===== config.mk =====
export PLATFORM = sky130hd
export DESIGN_NAME = wall_centering_pd_steering
export DESIGN_NICKNAME = d
export VERILOG_FILES = /design/src/design/wcs_pkg.sv /design/src/design/wall_centering_pd_steering.sv
export SDC_FILE = /design/constraint.sdc
export NUM_CORES = 2
export LEC_CHECK = 0
export BUFFER_PORTS_ARGS = -buffer_cell sky130_fd_sc_hd__buf_2
export CAP_MARGIN = 20
export CORE_AREA = 5 5 312 314
export CTS_CLUSTER_SIZE = 14
export DETAILED_ROUTE_END_ITERATION = 12
export DIE_AREA = 0 0 317 319
export GPL_TIMING_DRIVEN = 0
export HOLD_SLACK_MARGIN = 0.12
export PLACE_DENSITY = 0.71
export SYNTH_ARGS = -nofsm -noshare
export SYNTH_HDL_FRONTEND = slang
export SYNTH_SLANG_ARGS = --single-unit

===== constraint.sdc =====
create_clock -name clk -period 23.6 [get_ports clk]
set_input_delay 2.36 -clock clk [delete_from_list [all_inputs] [get_ports clk]]
set_output_delay 2.36 -clock clk [all_outputs]
set_load 0.01 [all_outputs]

===== src/design/wcs_pkg.sv =====
// Package for the wall-centering PD steering block: register codes, FSM state codes,
// fixed-point constants and the quarter-wave sine table built at elaboration.
// No dependencies.
`timescale 1ns / 1ps

package wcs_pkg;

  // sine table over one full turn; a power of two from 64 to 4096
  localparam int SINE_TABLE_DEPTH = 1024;
  localparam int IDX_W            = $clog2(SINE_TABLE_DEPTH);
  localparam int QTR_W            = IDX_W - 2;
  localparam int QUARTER          = SINE_TABLE_DEPTH / 4;

  // angles in tenths of a degree
  localparam int FULL_TURN = 3600;
  localparam int ANGLE_90  = 900;

  // table index = floor(t * depth / 3600) = (t * ANG_MULT) >> ANG_SHIFT, exact for t < 3600
  localparam int    ANG_SHIFT = 24;
  localparam longint ANG_MULT =
    ((longint'(1) << ANG_SHIFT) * SINE_TABLE_DEPTH + FULL_TURN - 1) / FULL_TURN;

  // floor(x / 10) = (x * HD_RECIP) >> HD_SHIFT for 12-bit x
  localparam int HD_RECIP = 3277;
  localparam int HD_SHIFT = 15;
  localparam int HD_W     = 9;

  // duty limit in percent
  localparam int DUTY_MAX = 100;

  // register reset values
  localparam logic [7:0]  RST_GOAL  = 8'd42;
  localparam logic [6:0]  RST_BASE  = 7'd28;
  localparam logic [15:0] RST_KP    = 16'd26;
  localparam logic [15:0] RST_KD    = 16'hFFCD;  // -51
  localparam logic [15:0] RST_KH    = 16'd2560;
  localparam logic [11:0] RST_FRONT = 12'd80;
  localparam logic [11:0] RST_SIDE  = 12'd100;

  // quarter-wave polynomial coefficients, Q30
  localparam longint SIN_C1 = 64'd1686629713;
  localparam longint SIN_C3 = 64'd693598668;
  localparam longint SIN_C5 = 64'd85569306;
  localparam longint SIN_C7 = 64'd5027000;
  localparam longint SIN_C9 = 64'd172271;

  typedef enum logic [2:0] {
    REG_GOAL  = 3'd0,
    REG_BASE  = 3'd1,
    REG_KP    = 3'd2,
    REG_KD    = 3'd3,
    REG_KH    = 3'd4,
    REG_FRONT = 3'd5,
    REG_SIDE  = 3'd6
  } cfg_reg_t;

  typedef enum logic [14:0] {
    S_IDLE  = 15'b000000000000001,
    S_ANGLE = 15'b000000000000010,
    S_CIDX  = 15'b000000000000100,
    S_CRD   = 15'b000000000001000,
    S_HIDX  = 15'b000000000010000,
    S_HRD   = 15'b000000000100000,
    S_HMUL  = 15'b000000001000000,
    S_HEAD  = 15'b000000010000000,
    S_CMUL  = 15'b000000100000000,
    S_ERR   = 15'b000001000000000,
    S_PMUL  = 15'b000010000000000,
    S_DMUL  = 15'b000100000000000,
    S_SUM   = 15'b001000000000000,
    S_DUTY  = 15'b010000000000000,
    S_DONE  = 15'b100000000000000
  } state_t;

  typedef struct packed {
    logic       driving;
    logic [6:0] left_duty;
    logic [6:0] right_duty;
    logic       front_wall;
    logic       right_wall;
    logic       left_wall;
  } result_t;

  typedef logic [15:0] qtab_t [QUARTER];

  // sin(pi/2 * z), z in Q30 on [0,1], rounded to Q15 and limited
  function automatic logic [15:0] quarter_entry(longint z);
    longint z2;
    longint acc;
    longint v;
    z2  = (z * z) >>> 30;
    acc = SIN_C7 - ((z2 * SIN_C9) >>> 30);
    acc = SIN_C5 - ((z2 * acc) >>> 30);
    acc = SIN_C3 - ((z2 * acc) >>> 30);
    acc = SIN_C1 - ((z2 * acc) >>> 30);
    v   = (((z * acc) >>> 30) + 64'd16384) >>> 15;
    if (v > 64'd32767) v = 64'd32767;
    return 16'(v);
  endfunction

  function automatic qtab_t build_qtab();
    qtab_t t;
    for (int j = 0; j < QUARTER; j++) begin
      t[j] = quarter_entry(longint'(j) << (30 - QTR_W));
    end
    return t;
  endfunction

  localparam qtab_t       QTAB = build_qtab();
  localparam logic [15:0] QTOP = quarter_entry(longint'(1) << 30);  // quarter turn exactly

endpackage


===== src/design/wall_centering_pd_steering.sv =====
// Wall-centering PD steering: sequencer around one shared signed multiplier,
// sine lookup and per-wheel PD duty. Depends on wcs_pkg.
`timescale 1ns / 1ps

// Usage:
//   Input request: in_valid/in_ready with front, right and left ranges, measured
//   heading (tenths of a degree) and wanted cardinal heading. in_ready is high only
//   while the sequencer is idle; one request is worked on at a time.
//   Output request: out_valid/out_ready with driving, both duties and wall flags,
//   held in an output register. The sequencer goes idle again as soon as the result
//   is loaded there, so the next input can be taken while the result waits.
//   Configuration: cfg_write/cfg_index/cfg_data, written while idle, no read-back.
// Sequence:
//   Front clear: the request passes through the single multiplier, used for the
//   heading divide, two angle-to-index scalings, the heading term and three products
//   per wheel, plus two sine table reads.
//   Front blocked: the sequencer goes from the angle state straight to the done state.
//   If the receiver stalls with a result still held, the next result waits in the
//   done state until the output register frees up.
// Reset (rst, synchronous): registers to their defaults, both stored wheel errors to
//   42 mm in Q.8, sequencer idle, no output valid.
module wall_centering_pd_steering
  import wcs_pkg::*;
(
  input  logic        clk,
  input  logic        rst,
  input  logic        in_valid,
  output logic        in_ready,
  input  logic [11:0] front_range,
  input  logic [11:0] right_range,
  input  logic [11:0] left_range,
  input  logic [11:0] measured_heading,
  input  logic [1:0]  wanted_heading,
  output logic        out_valid,
  input  logic        out_ready,
  output logic        driving,
  output logic [6:0]  left_duty,
  output logic [6:0]  right_duty,
  output logic        front_wall,
  output logic        right_wall,
  output logic        left_wall,
  input  logic        cfg_write,
  input  logic [2:0]  cfg_index,
  input  logic [15:0] cfg_data
);

  // configuration
  logic [7:0]         goal_distance;
  logic [6:0]         base_duty;
  logic signed [15:0] proportional_gain;
  logic signed [15:0] derivative_gain;
  logic signed [15:0] heading_gain;
  logic [11:0]        front_clear_distance;
  logic [11:0]        side_wall_distance;

  // request capture
  logic [11:0] front_q, right_q, left_q, head_q;
  logic [1:0]  wanted_q;

  state_t state, state_next;
  logic   side;  // 0 right wheel, 1 left wheel

  logic signed [23:0] previous_right_error, previous_left_error;
  logic signed [44:0] prod_q;
  logic signed [15:0] rom_q;
  logic signed [15:0] cos_q;
  logic signed [24:0] head_term;
  logic signed [23:0] e_q;
  logic signed [24:0] d_q;
  logic signed [44:0] acc_q;
  result_t            res_q;
  result_t            out_res;

  // ---------------- combinational datapath ----------------
  logic [11:0] dist_a, ref_ang, diff;
  logic [HD_W-1:0] hd;
  logic [12:0] t_c_raw, t_h_raw, ang_raw;
  logic [11:0] ang;
  logic [IDX_W-1:0] k;
  logic [QTR_W-1:0] j, j_mirror;
  logic [1:0]  quad;
  logic [15:0] mag, rom_val;
  logic        rom_neg;
  logic signed [27:0] mul_a;
  logic signed [16:0] mul_b;
  logic signed [44:0] prod;
  logic signed [37:0] rnd7;
  logic signed [28:0] q_part;
  logic signed [29:0] dsum;
  logic [6:0]  duty_pd, base_sat, duty_side;
  logic [11:0] side_range, gap;
  logic        far;
  logic signed [23:0] prev_sel;

  always_comb begin
    case (wanted_q)
      2'd1:    ref_ang = 12'(ANGLE_90);
      2'd2:    ref_ang = 12'(2 * ANGLE_90);
      2'd3:    ref_ang = 12'(3 * ANGLE_90);
      default: ref_ang = 12'(FULL_TURN);
    endcase
    if (head_q > ref_ang) dist_a = head_q - ref_ang;
    else                  dist_a = ref_ang - head_q;
    // heading 0 also measures the short way round through zero
    if (wanted_q == 2'd0 && head_q < dist_a) diff = head_q;
    else                                     diff = dist_a;
  end

  assign hd      = prod_q[HD_SHIFT +: HD_W];
  assign t_c_raw = 13'({hd, 3'b000}) + 13'({hd, 1'b0}) + 13'(ANGLE_90);
  assign t_h_raw = 13'(head_q) + (wanted_q[0] ? 13'(ANGLE_90) : 13'd0);
  assign ang_raw = (state == S_CIDX) ? t_c_raw : t_h_raw;
  assign ang     = (ang_raw >= 13'(FULL_TURN)) ? 12'(ang_raw - 13'(FULL_TURN)) : ang_raw[11:0];

  // sine lookup with quadrant mirroring
  assign k        = prod_q[ANG_SHIFT +: IDX_W];
  assign quad     = k[IDX_W-1 -: 2];
  assign j        = k[QTR_W-1:0];
  assign j_mirror = ~j + QTR_W'(1);
  assign rom_neg  = quad[1] ^ (state == S_HRD && (wanted_q == 2'd1 || wanted_q == 2'd2));

  always_comb begin
    if (!quad[0])       mag = QTAB[j];
    else if (j == '0)   mag = QTOP;
    else                mag = QTAB[j_mirror];
    rom_val = rom_neg ? 16'd0 - mag : mag;
  end

  assign side_range = side ? left_q : right_q;
  assign prev_sel   = side ? previous_left_error : previous_right_error;

  // shared multiplier operand select
  always_comb begin
    unique case (state)
      S_ANGLE: begin
        mul_a = 28'(diff);
        mul_b = 17'(HD_RECIP);
      end
      S_CIDX, S_HIDX: begin
        mul_a = 28'(ANG_MULT);
        mul_b = 17'(ang);
      end
      S_HMUL: begin
        mul_a = 28'(rom_q);
        mul_b = 17'(heading_gain);
      end
      S_CMUL: begin
        mul_a = 28'(cos_q);
        mul_b = 17'(side_range);
      end
      S_PMUL: begin
        mul_a = 28'(e_q);
        mul_b = 17'(proportional_gain);
      end
      S_DMUL: begin
        mul_a = 28'(d_q);
        mul_b = 17'(derivative_gain);
      end
      default: begin
        mul_a = '0;
        mul_b = '0;
      end
    endcase
  end

  assign prod = mul_a * mul_b;
  assign rnd7 = 38'((prod_q + 45'sd64) >>> 7);

  // duty: truncate toward zero, add base, saturate; far wall keeps base
  always_comb begin
    if (acc_q < 0) q_part = 29'((acc_q + 45'sd65535) >>> 16);
    else           q_part = 29'(acc_q >>> 16);
    dsum = 30'(q_part) + 30'($signed({1'b0, base_duty}));
    if (dsum < 0)                    duty_pd = 7'd0;
    else if (dsum > 30'(DUTY_MAX))   duty_pd = 7'(DUTY_MAX);
    else                             duty_pd = dsum[6:0];
    base_sat = (base_duty > 7'(DUTY_MAX)) ? 7'(DUTY_MAX) : base_duty;
    if (side_range > 12'(goal_distance)) gap = side_range - 12'(goal_distance);
    else                                 gap = 12'(goal_distance) - side_range;
    far       = gap > 12'(goal_distance);
    duty_side = far ? base_sat : duty_pd;
  end

  // ---------------- sequencer ----------------
  always_comb begin
    state_next = state;
    unique case (state)
      S_IDLE:  if (in_valid) state_next = S_ANGLE;
      S_ANGLE: state_next = (front_q > front_clear_distance) ? S_CIDX : S_DONE;
      S_CIDX:  state_next = S_CRD;
      S_CRD:   state_next = S_HIDX;
      S_HIDX:  state_next = S_HRD;
      S_HRD:   state_next = S_HMUL;
      S_HMUL:  state_next = S_HEAD;
      S_HEAD:  state_next = S_CMUL;
      S_CMUL:  state_next = S_ERR;
      S_ERR:   state_next = S_PMUL;
      S_PMUL:  state_next = S_DMUL;
      S_DMUL:  state_next = S_SUM;
      S_SUM:   state_next = S_DUTY;
      S_DUTY:  state_next = side ? S_DONE : S_CMUL;
      S_DONE:  if (!out_valid || out_ready) state_next = S_IDLE;
      default: state_next = S_IDLE;
    endcase
  end

  assign in_ready = (state == S_IDLE);

  always_ff @(posedge clk) begin
    if (rst) begin
      state                <= S_IDLE;
      side                 <= 1'b0;
      out_valid            <= 1'b0;
      goal_distance        <= RST_GOAL;
      base_duty            <= RST_BASE;
      proportional_gain    <= RST_KP;
      derivative_gain      <= RST_KD;
      heading_gain         <= RST_KH;
      front_clear_distance <= RST_FRONT;
      side_wall_distance   <= RST_SIDE;
      previous_right_error <= 24'($signed({1'b0, RST_GOAL, 8'h00}));
      previous_left_error  <= 24'($signed({1'b0, RST_GOAL, 8'h00}));
    end else begin
      state <= state_next;

      if (cfg_write) begin
        unique case (cfg_index)
          REG_GOAL:  goal_distance        <= cfg_data[7:0];
          REG_BASE:  base_duty            <= cfg_data[6:0];
          REG_KP:    proportional_gain    <= cfg_data;
          REG_KD:    derivative_gain      <= cfg_data;
          REG_KH:    heading_gain         <= cfg_data;
          REG_FRONT: front_clear_distance <= cfg_data[11:0];
          REG_SIDE:  side_wall_distance   <= cfg_data[11:0];
          default:   ;
        endcase
      end

      if (state == S_ANGLE) begin
        side <= 1'b0;
        if (front_q <= front_clear_distance) begin
          previous_right_error <= 24'($signed({1'b0, goal_distance, 8'h00}));
          previous_left_error  <= 24'($signed({1'b0, goal_distance, 8'h00}));
        end
      end

      if (state == S_DUTY) begin
        side <= 1'b1;
        if (side) previous_left_error  <= e_q;
        else      previous_right_error <= e_q;
      end

      if (state == S_DONE && (!out_valid || out_ready)) out_valid <= 1'b1;
      else if (out_ready)                               out_valid <= 1'b0;
    end
  end

  // payload registers
  always_ff @(posedge clk) begin
    prod_q <= prod;
    rom_q  <= rom_val;
    if (in_valid && in_ready) begin
      front_q  <= front_range;
      right_q  <= right_range;
      left_q   <= left_range;
      head_q   <= measured_heading;
      wanted_q <= wanted_heading;
    end
    unique case (state)
      S_ANGLE: begin
        if (front_q > front_clear_distance) begin
          res_q.driving    <= 1'b1;
          res_q.front_wall <= 1'b0;
          res_q.right_wall <= 1'b0;
          res_q.left_wall  <= 1'b0;
        end else begin
          res_q.driving    <= 1'b0;
          res_q.left_duty  <= 7'd0;
          res_q.right_duty <= 7'd0;
          res_q.front_wall <= 1'b1;
          res_q.right_wall <= right_q < side_wall_distance;
          res_q.left_wall  <= left_q < side_wall_distance;
        end
      end
      S_HIDX: cos_q     <= rom_q;
      S_HEAD: head_term <= 25'(rnd7);
      S_ERR:  e_q       <= 24'($signed({1'b0, goal_distance, 8'h00}) - rnd7);
      S_PMUL: d_q       <= 25'(prev_sel) - 25'(e_q);
      S_DMUL: acc_q     <= side ? prod_q - 45'(head_term) : prod_q + 45'(head_term);
      S_SUM:  acc_q     <= acc_q + prod_q;
      S_DUTY: begin
        if (side) res_q.left_duty  <= duty_side;
        else      res_q.right_duty <= duty_side;
      end
      S_DONE: if (!out_valid || out_ready) out_res <= res_q;
      default: ;
    endcase
  end

  assign driving    = out_res.driving;
  assign left_duty  = out_res.left_duty;
  assign right_duty = out_res.right_duty;
  assign front_wall = out_res.front_wall;
  assign right_wall = out_res.right_wall;
  assign left_wall  = out_res.left_wall;

  // ---------------- assertions ----------------
  a_busy_after_accept: assert property (@(posedge clk) disable iff (rst)
    in_valid && in_ready |=> !in_ready)
    else $error("input taken while sequencer busy");

  a_duty_range: assert property (@(posedge clk) disable iff (rst)
    out_valid |-> left_duty <= 7'(DUTY_MAX) && right_duty <= 7'(DUTY_MAX))
    else $error("duty above limit");

  a_stop_result: assert property (@(posedge clk) disable iff (rst)
    out_valid && !driving |-> front_wall && left_duty == 7'd0 && right_duty == 7'd0)
    else $error("stop result malformed");

  a_drive_flags: assert property (@(posedge clk) disable iff (rst)
    out_valid && driving |-> !front_wall && !right_wall && !left_wall)
    else $error("wall flags set while driving");

  a_done_holds: assert property (@(posedge clk) disable iff (rst)
    state == S_DONE && out_valid && !out_ready |=> state == S_DONE && out_valid)
    else $error("result dropped while output stalled");

endmodule


* Word level (Yosys, flattened, before mapping)
Memory sizes are Yosys's and may differ from the RTL's.
Index checks and enable logic that the tools add are counted.
** Storage, ports and cells
- Register bits after elaboration :: 434
- Latch bits :: 0
- Bits in writable memories :: 0
- Memory bits (read-only) :: 8192
- Input port bits :: 74
- Output and inout port bits :: 20
- Word-level logic and storage cells :: 178
- Memories kept :: 2
** Memory list
- (no name shown) :: words 256, width 16, read ports 1, clocked after Yosys merged registers in 0, wr ports 0, line wall_centering_pd_steering.sv:125 : else mag = QTAB[j_mirror];
- (no name shown) :: words 256, width 16, read ports 1, clocked after Yosys merged registers in 0, wr ports 0, line wall_centering_pd_steering.sv:123 : if (!quad[0]) mag = QTAB[j];
** Operators by class
- $add $sub $neg :: 18
- Multiply operators :: 1
- Div/mod/pow operators :: 0
- $lt $le $gt $ge :: 15
- Equal/unequal tests :: 29
- Shift operators :: 0
- Mux-type cells :: 48
- Bitwise operators :: 4
- Reduce and logical (&&, ||, !) cells :: 25
** Operator list (count)
- case mux 15 bit (15 select lines) :: 1
- two-way mux 24 bit :: 9
- case mux 28 bit (6 select lines) :: 1
- two-way mux 16 bit :: 7
- case mux 17 bit (6 select lines) :: 1
- case mux 45 bit (2 select lines) :: 1
- two-way mux 12 bit :: 5
- two-way mux 15 bit :: 4
- adder 45 x 17 -> 45 bit (second input constant) :: 1
- adder 45 x 25 -> 45 bit :: 1
- adder 45 bit :: 1
- less-than comparator 45 x 1 -> 1 bit (second input constant) :: 1
- multiplier 28 x 17 -> 45 bit :: 1
- two-way mux 45 bit :: 1
- subtractor 45 x 25 -> 45 bit :: 1
- two-way mux 7 bit :: 6
- less-than comparator 12 bit :: 3
- case mux 12 bit (3 select lines) :: 1
- adder 32 x 8 -> 32 bit (second input constant) :: 1
- adder 29 x 8 -> 30 bit :: 1
- greater-than comparator 30 x 8 -> 1 bit (second input constant) :: 1
- less-than comparator 30 x 1 -> 1 bit (second input constant) :: 1
- two-way mux 29 bit :: 1
- case mux 14 bit (2 select lines) :: 1
- 56 further kinds :: 88

* Longest topological paths before layout
- Depth in word-level cells :: 10
- Depth in mapped cells :: 51
- Depth with buffers taken out :: 48

* Least setup slack after synthesis
No wires, ideal clock.
- Path kind :: reg2reg
- From :: register wanted_q[0]
- To :: register prod_q[43]
- Setup time :: 0.127 ns
- Arrival :: 11.257 ns
- Data required time :: 23.473 ns
- Slack :: 12.217 ns
- Stages on the path, launching flop included :: 45
- Path buffers :: 2
- Period minus slack after synthesis :: 11.383 ns
- Cell sequence :: edfxtp_1 -> inv_1 -> ha_1 -> nor2_1 -> fa_1 -> a2111o_1 -> a21o_1 -> a21oi_1 -> o21bai_1 -> a21oi_2 -> nor2_1 -> mux2i_1 -> xnor2_1 -> ha_1 -> a21o_1 -> a21o_1 -> a21o_1 -> a21o_1 -> [9 not listed] -> fa_1 -> fa_1 -> fa_1 -> inv_1 -> fa_1 -> inv_1 -> ha_1 -> clkbuf_1 -> a21o_1 -> a21o_1 -> a21o_1 -> a2111oi_0 -> a31oi_1 -> o41ai_1 -> o22ai_1 -> o41ai_1 -> o21ai_0 -> xor2_1
** Between the ends
- Word-level cells in the longest chain between the ends :: 9
- Elaborated cells between the ends (all ways) :: 21
- Those cells by class :: add/sub (4); mul (1); order compare (3); eq/ne (3); mux (8); reduce/logical (2)
** RTL lines
- from (decl) :: line wall_centering_pd_steering.sv:58 : logic [1:0] wanted_q;
- from (signal assigned) :: line wall_centering_pd_steering.sv:267 : wanted_q <= wanted_heading;
- == test 2 bit or == test 2 x 1 -> 1 bit (tied branches) :: line wall_centering_pd_steering.sv:96 : case (wanted_q)
- case mux 12 bit (3 select lines) :: line wall_centering_pd_steering.sv:96
- subtractor 12 bit, or another cell as far along :: line wall_centering_pd_steering.sv:103 : else dist_a = ref_ang - head_q;
- two-way mux 12 bit :: line wall_centering_pd_steering.sv:102 : if (head_q > ref_ang) dist_a = head_q - ref_ang;
- less-than comparator 12 bit :: line wall_centering_pd_steering.sv:105 : if (wanted_q == 2'd0 && head_q < dist_a) diff = head_q;
- logical AND 1 bit :: line wall_centering_pd_steering.sv:105
- two-way mux 12 bit :: line wall_centering_pd_steering.sv:105
- case mux 28 bit (6 select lines) :: line wall_centering_pd_steering.sv:134 : unique case (state)
- multiplier 28 x 17 -> 45 bit * :: line wall_centering_pd_steering.sv:166 : assign prod = mul_a * mul_b;
- named net prod[43] :: line wall_centering_pd_steering.sv:86 : logic signed [44:0] prod;
- to (signal assigned) :: line wall_centering_pd_steering.sv:260 : prod_q <= prod;
- to (decl) :: line wall_centering_pd_steering.sv:64 : logic signed [44:0] prod_q;
The timed path passes the listed nets; every way through them passes the cells marked *.
A chain may end at the register's enable or synchronous reset.

* Worst setup path in the final report
Ends and elaborated chain as after synthesis.

==> metrics.txt <==
CTS Buffer Depth 3; Seq/Total Area, Yosys 21.2%; max layer used met5; Synth top area share 17.0%; initial antenna violation count 28; FILL cells 8563; layout cells sized above 1 6.85%; die height 319 um; DRC viols 0; met1 WL 86.4 mm; CP startpoint kind register; status finished, final reports clean; critical path start-end classification reg2reg; synth top area cells fa_1 17%, edfxtp_1 13%, ha_1 8.4%; RSZ-0062 raised after global routing no; fin crit period 14.72 ns; # H-tree levels 2; core area 94300 um^2; clock group share of total power 42.6%; internal power 1290 uW; Synth area leader fa_1; reg-to-reg startpoint wanted_q[0]; hold path startpoint res_q[0]; CP startpoint wanted_q[0]; VDD IR max 0.0496 mV; CP max FO 10; number of max-cap violations 0; met2 routed WL 90.7 mm; Inst Count DP 7507; Slew Viols, Final 0; Post-synth top flop edfxtp_1; Non-Filler Instances 7613; Slew headroom 7.87%; row count 113; First-pass DRT Iterations 9; DR iter-0 viols 7703; later-pin clock latency in the skew report 0.64 ns; Async SR Flop Fraction 0%; IO Pins 94; Unique masters post-synth 114; first-pass GRT wire length 329 mm; Synth Area per Inst 8.39 um^2; die area 101000 um^2; total length of routed met3 wires 36.3 mm; CTS tree built; Synth Cell Area 51300 um^2; IO Port Bufs 92; Post-synth EDFFs 221; Net Sw Frac 27.4%; clock skew 0.0371 ns; routed vias/inst 6.81; Reg power frac 45.7%; Initial Util 54.5%; Worst EP arrival 15.14 ns; Clock Sink Count 434; Ys Warns 0; Slew @ Worst Pin 1.38 ns; CTS Hold Buffers Added 0; #FFs+latches synth 434; Worst Hold Class reg2reg; Hold Slack 0.410 ns; post-route ant nets 0; Final period util 62.4%; DP HPWL 180 mm; Comb power frac 11.7%; TNS Setup 0 ns; Tot GR Track Use 43.8%; Syn Inst Count 6121; TritonCTS Buffers 48; Commonest cells post-synth 668 x inv_1, 638 x nand2_1, 554 x nor2_1; crit path capture type register; CP Data Required Time 24.02 ns; Root Driver clkbuf_16; post_cts resized 0; CP max stage delay 0.88 ns; Top cell by count, worst path a21o_1; DRT Wirelength 229 mm; cell leakage power 0.0231 uW; postcts setup bufs 0; Fmax achieved 67.9 MHz; Area Growth Syn to Fin 7.97%; DR vias 51900; CP max stage cell a221oi_2; die width 317 um; top-count cell post-synth inv_1; PD cells 32.0 nW/um^2; largest net degree at the start of global routing 47; grt total ovfl 0; WL/cell 30.1 um; number of global-route vias before repair 49800; hold violation count in the final report 0; Post-Syn Nets 6976; switching pwr 487 uW; CTS clk-pin slew, worst paths 0.06 ns; endpoints failing setup 0; Post-layout nets 7152; placer congestion estimate 1.08
==> layout make-up <==
class | count | area, um^2 | area share [%]
multi-input combinational | 4642 | 36500 | 65.9
sequential | 434 | 10900 | 19.7
inverter | 676 | 2540 | 4.58
tap | 1265 | 1580 | 2.85
buffer | 369 | 1460 | 2.64
clock buffer | 66 | 1300 | 2.35
timing repair buffer | 126 | 835 | 1.51
clock inverter | 24 | 264 | 0.476
antenna | 11 | 27.5 | 0.0496
==> cell families after synthesis <==
logic type	count (synthesis)	synth area share, %
AOI/OAI and AO/OA	1520	19.9
xor gates and xnor gates	265	4.55
adders and majority gates	782	25.4
buffers and inverters	1045	7.79
DFF	434	21.2
muxes	126	3.29
and+or+nand+nor	1949	17.8
==> flip-flops by register name (all words and copies together), names as in the netlist, 15 cells and up <==
register and flops:
acc_q 45, cos_q 16, d_q 25, derivative_gain 16, e_q 24, head_term 25, heading_gain 16, previous_left_error 24
previous_right_error 24, prod_q 45, proportional_gain 16, res_q 18, rom_q 16, state 15
==> path summary, 6_finish.rpt <==
kind	to	slack, ns	cells after the start
max	prod_q[43]	8.88	45
min reg2reg	left_wall	0.41	0
max reg2reg	prod_q[43]	8.88	45
min	left_wall	0.41	0
==> layer usage <==
metal  GRT usage (%)  vias up
met2            61.2     4022
met3            18.1      996
met1            58.3    25200
li1                -    21700
met4            21.8       24
met5            1.14        -
==> metrics by stage <==
| stage | total power [uW] | setup WS, ns | area [um^2] | util [%] |
|---|---|---|---|---|
| after detailed placement | 1030 | 9.22 | 53800 | 57.0 |
| final | 1780 | 8.88 | 55400 | 58.8 |
| after floorplan | 952 | 12.22 | 51300 | - |
| after CTS | 1770 | 9.18 | 55400 | 58.7 |
| after global routing | 1820 | 8.03 | 55400 | 58.8 |
| after global placement | 1020 | 9.25 | 53400 | 56.6 |
==> critical path: cells and delay by family, from the launching register on <==
| kind | cells | cell delay (ns) |
|---|---|---|
| AND/OR/NAND/NOR | 3 | 0.64 |
| AO/OA/AOI/OAI | 23 | 6.30 |
| flip-flops | 1 | 0.64 |
| buffers and inverters | 7 | 1.31 |
| adder cells (fa/ha/maj) | 10 | 4.55 |
| XOR/XNOR | 2 | 1.08 |
==> cell usage in the layout (no fill, tap or decap), types with 119 or more instances in the layout <==
cell type	n
xnor2_1	191
nor3_1	119
nand3_1	153
clkbuf_1	279
ha_1	344
a21o_1	121
dfxtp_1	212
nor2_1	554
nand2_1	638
edfxtp_1	221
a21oi_1	403
o21ai_0	289
inv_1	668
fa_1	437
buf_2	153
==> power by group through the flow <==
stage	clock [uW]	sequential, uW	combinational (uW)
final	758	811	208
after global placement	0	827	193
after detailed placement	0	827	198
after global routing	791	811	221
after floorplan	0	822	130
after CTS	757	811	200
(Power assumes the default switching activity.)
